`config.mk`:
```
export PLATFORM = sky130hd
export DESIGN_NAME = stil_ctrl
export DESIGN_NICKNAME = d
export VERILOG_FILES = /design/src/symbol_table_insert_lookup_unit_macros.svh /design/src/stil_pkg.sv /design/src/stil_ctrl.sv
export SDC_FILE = /design/constraint.sdc
export NUM_CORES = 1
export LEC_CHECK = 0
export ABC_AREA = 0
export BUFFER_PORTS_ARGS = -buffer_cell sky130_fd_sc_hd__buf_2
export CORE_AREA = 8 8 45 47
export DETAILED_ROUTE_END_ITERATION = 12
export DIE_AREA = 0 0 53 55
export PLACE_DENSITY_LB_ADDON = 0.08
export SLEW_MARGIN = 0
export SYNTH_ARGS = -nofsm -noshare
export SYNTH_HDL_FRONTEND = slang
export SYNTH_SLANG_ARGS = --single-unit
```
`constraint.sdc`:
```
create_clock -name clk -period 0.82 [get_ports clk]
set_input_delay 0 -clock clk [delete_from_list [all_inputs] [get_ports clk]]
set_output_delay 0 -clock clk [all_outputs]
set_load 0.02 [all_outputs]
```
`src/symbol_table_insert_lookup_unit_macros.svh`:
```
// Assertion macros for the symbol table unit.
`ifndef SYMBOL_TABLE_INSERT_LOOKUP_UNIT_MACROS_SVH
`define SYMBOL_TABLE_INSERT_LOOKUP_UNIT_MACROS_SVH

// The consequent holds in the same cycle as the antecedent.
`define STIL_ASSERT_IMPLIES(label, ante, cons) \
  label: assert property (@(posedge clk) disable iff (rst) (ante) |-> (cons)) \
    else $error("symbol table assertion failed");

// The consequent holds in the cycle after the antecedent.
`define STIL_ASSERT_NEXT(label, ante, cons) \
  label: assert property (@(posedge clk) disable iff (rst) (ante) |=> (cons)) \
    else $error("symbol table assertion failed");

`endif

```
`src/stil_pkg.sv`:
```
package stil_pkg;

  localparam int unsigned KEY_FIELD_W = 64;
  localparam int unsigned INDEX_W     = 7;

  localparam logic CMD_INSERT = 1'b0;
  localparam logic CMD_LOOKUP = 1'b1;

  localparam logic [1:0] ST_OK        = 2'd0;
  localparam logic [1:0] ST_NOT_FOUND = 2'd1;
  localparam logic [1:0] ST_DUPLICATE = 2'd2;
  localparam logic [1:0] ST_FULL      = 2'd3;

  localparam logic [1:0] KIND_HIT  = 2'd0;
  localparam logic [1:0] KIND_MISS = 2'd1;
  localparam logic [1:0] KIND_FULL = 2'd2;
  localparam logic [1:0] KIND_NEW  = 2'd3;

  typedef struct packed {
    logic                   command;
    logic [KEY_FIELD_W-1:0] symbol_key;
    logic [15:0]            in_address;
    logic                   in_type;
    logic [1:0]             in_category;
    logic                   in_scope;
    logic [15:0]            in_label;
    logic [4:0]             in_param_count;
  } cmd_item_t;

  typedef struct packed {
    logic [1:0]         status;
    logic [INDEX_W-1:0] entry_index;
    logic [15:0]        out_address;
    logic               out_type;
    logic [1:0]         out_category;
    logic               out_scope;
    logic [15:0]        out_label;
    logic [4:0]         out_param_count;
  } rsp_item_t;

  typedef struct packed {
    logic [4:0]  param_count;
    logic [15:0] label;
    logic        scope;
    logic [1:0]  category;
    logic        data_type;
    logic [15:0] address;
  } attr_t;

  localparam int unsigned ATTR_W = $bits(attr_t);

  typedef struct packed {
    logic       load;
    logic       search;
    logic       emit;
    logic [1:0] kind;
  } ctrl_cmd_t;

  typedef struct packed {
    logic is_lookup;
    logic full;
    logic hit;
    logic done;
    logic out_free;
  } ctrl_status_t;

endpackage

```
`src/stil_ctrl.sv`:
```
module stil_ctrl (
  input  logic                  clk,
  input  logic                  rst,
  input  logic                  cmd_valid,
  output logic                  cmd_ready,
  input  stil_pkg::ctrl_status_t status,
  output stil_pkg::ctrl_cmd_t   ctrl
);

  localparam logic [1:0] S_IDLE   = 2'd0;
  localparam logic [1:0] S_SEARCH = 2'd1;
  localparam logic [1:0] S_EMIT   = 2'd2;

  logic [1:0] state;
  logic [1:0] state_next;
  logic [1:0] kind;
  logic [1:0] kind_next;

  always_comb begin
    state_next  = state;
    kind_next   = kind;
    cmd_ready   = 1'b0;
    ctrl.load   = 1'b0;
    ctrl.search = 1'b0;
    ctrl.emit   = 1'b0;
    ctrl.kind   = kind;
    case (state)
      S_IDLE: begin
        cmd_ready = 1'b1;
        if (cmd_valid) begin
          ctrl.load  = 1'b1;
          state_next = S_SEARCH;
        end
      end
      S_SEARCH: begin
        ctrl.search = 1'b1;
        if (!status.is_lookup && status.full) begin
          kind_next  = stil_pkg::KIND_FULL;
          state_next = S_EMIT;
        end else if (status.hit) begin
          kind_next  = stil_pkg::KIND_HIT;
          state_next = S_EMIT;
        end else if (status.done) begin
          kind_next  = status.is_lookup ? stil_pkg::KIND_MISS : stil_pkg::KIND_NEW;
          state_next = S_EMIT;
        end
      end
      S_EMIT: begin
        if (status.out_free) begin
          ctrl.emit  = 1'b1;
          state_next = S_IDLE;
        end
      end
      default: begin
        state_next = S_IDLE;
      end
    endcase
  end

  always_ff @(posedge clk) begin
    if (rst) begin
      state <= S_IDLE;
      kind  <= stil_pkg::KIND_MISS;
    end else begin
      state <= state_next;
      kind  <= kind_next;
    end
  end

endmodule

```
==> reports/metrics.csv <==
metric;value;unit
status;complete, but fails checks;
failing checks;setup timing;
launching point of the worst reg2reg path;state[0];
Placed Cells incl. Taps;57;
synthesized cell area;218;um^2
pwr dens;1510;nW/um^2
area of the multi-input gates;158;um^2
Initial Util;15.7;%
final worst-path cycle share;122;%
Slew headroom;72.5;%
Setup CP Type;flop to output pin;
Die Y;55;um
main combinational cell family by area after synthesis;simple AND/OR/NAND/NOR gates;
DRC viols;0;
detailed placement HPWL;561;um
synth unique cells;18;
Layout Skew;5.49;ps
row count;14;
Top FF cell, synth;dfxtp_1;
Die X;53;um
routability cong.;0.605;
mux cell area share after synthesis;4.60;%
CTS H-tree lvls;1;
maximum number of pins on one net before global-route repair;6;
initial antenna violation count;0;
total of max-cap violations;0;
kind of end point of the critical path;output pin;
CTS Root Cell;clkbuf_4;
Area growth syn-to-layout;108;%
# nets final;58;
part of the Yosys area used for sequential elements;36.8;%
Worst Path Required;820;ps
Core ar.;1380;um^2
worst-path fanout max;4;
Cell Count, Final, Fillers Out;64;
Clock Latency Late Sink;240;ps
EDFF count, synth;0;
Critical Path Start;state[0];
Filler cells;161;
asr flop ratio synth;0;%
Max Buffers Root-to-Sink;2;
synthesis warning total;0;
Max VDD drop;0.000722;V
R2R cell count;4;
worst setup margin;-180;ps
Total GRT Usage;5.68;%
number of vias per cell;4.06;
Synth Area in Simple Gates;32.8;%
DRT iter0 DRCs;1;
# port buffers;13;
static leakage;0.209;nW
Worst EP arrival;1000;ps
synthesized area per cell;8.71;um^2
CTS sink cnt;4;
Slew Limit Fails;0;
crit path capture;ctrl[2];
HP Class;input port to flop;
vias in the first global route;285;
xor/xnor cell area share of the yosys netlist;0;%
CTS tree;done;
synthesized-area fraction occupied by adder cells;0;%
FF+latch area;85.1;um^2
layout cells sized above 1;70.8;%
Pwr Total;0.685;mW
Boundary Pins;14;
syn nets;33;
Slew @ Worst Pin;412;ps
Clock transition at path regs;40;ps
total gr overflow;0;
Crit Reg-Reg Endpoint;state[0];
CP startpoint kind;flop;
Vias;260;
DRT antenna net count;0;
first-pass GRT wire length;1140;um
Fin. Hold Viols;0;
flops & latches, synth;4;
reg-to-reg setup timing slack;-130;ps
total CTS buffers;3;
first drt pass iteration count;2;
DRT Wirelength;719;um
post-layout min period;1000;ps
Post-Syn Instances;25;
post-synthesis compound-gate area fraction;20.7;%
DIE AREA;2920;um^2
fmax;1000;MHz
ant diodes;0;
routed len/inst;11.2;um
RSZ-0062 raised after global routing;true;
Setup Viol. Count Final;8;
-- worst max-delay path, stage by stage, from the launching register on --
cell,delay [ps]
dfxtp_2,350
inv_2,50
buf_6,110
and3_4,130
buf_6,120
-- kinds of logic after synthesis --
family,after synthesis
AOI/OAI and AO/OA,6
buffers and inverters,3
and+or+nand+nor,11
DFF,4
muxes,1
-- state kept, by name (all words and copies together) (netlist names) --
signal / cells
kind: 2
state: 2
-- cell usage in the layout, fill, tap and decap left out --
cell	count
dfxtp_4	1
or2_1	1
inv_1	2
o21ai_4	1
a2bb2oi_1	1
and3_4	1
buf_6	7
nor2_2	1
nor3b_2	1
nor2b_4	1
buf_2	9
nor2_1	1
clkbuf_4	3
mux2i_1	1
dlygate4sd3_1	1
nor2b_1	1
nand2b_1	2
a211o_2	1
o31ai_2	1
o21ai_2	1
buf_4	3
inv_2	1
dfxtp_1	2
nand3_1	1
and2_4	1
a21oi_1	1
dfxtp_2	1
-- cells in the mapped netlist, types with 2 or more instances --
library cell  number  area [um^2]
nand2b_1           2         12.5
inv_1              3         11.3
nor2_1             2         7.51
dfxtp_1            4         80.1
-- where the power goes --
group	switching [mW]	internal, mW
clock network	0.0916	0.164
logic	0.0890	0.119
registers	0.0131	0.207
-- area by class of cell --
| class | instances | share of cell area (%) |
|---|---|---|
| Timing Repair Buffer | 20 | 34.5 |
| Clock buffer | 3 | 4.97 |
| Inverter | 3 | 2.49 |
| Sequential cell | 4 | 18.8 |
| Multi-Input combinational cell | 18 | 34.8 |
| Tap cell | 16 | 4.42 |
-- routing by layer --
metal  up-vias  global-route usage, %  routed length, um
li1        133                      -                  -
met5         -                      0                  0
met1       113                   4.86                268
met3         0                   5.08                107
met2        14                   9.18                343
met4         0                   2.59                  0
-- worst min-delay path by stage --
stage,cells past startpoint,slack (ps),startpoint,to
2_1_floorplan,1,60,rst,state[1]
3_3_place_gp,2,250,rst,state[1]
3_5_place_dp,2,250,rst,state[1]
4_1_cts,4,40,status[0],state[1]
5_1_grt,3,50,status[4],kind[1]
6_report,3,50,status[4],kind[1]
-- repair_timing --
action / CTS / global route
setup buffers: 2 / 1
endpoints found under the hold margin: 2 / 0
resized for setup: 17 / 1
setup endpoints to repair: 8 / 8
hold buffers: 1 / 0
pin swaps: 2 / 0
-- per-stage QoR --
| step | utilization [%] | cell area, um^2 | setup WS (ps) | setup TNS [ps] | hold slack, ps |
|---|---|---|---|---|---|
| floorplan | - | 229 | -65.9 | -162 | 61.7 |
| global placement | 24.3 | 337 | -9.02 | -16.4 | 249 |
| detailed placement | 24.3 | 337 | -34.2 | -64.7 | 249 |
| CTS | 31.8 | 440 | -190 | -1010 | 39.9 |
| global route | 32.7 | 453 | -204 | -1290 | 55.0 |
| finish | 32.7 | 453 | -180 | -938 | 45.3 |
No activity file was read; power rests on OpenSTA's default activity.
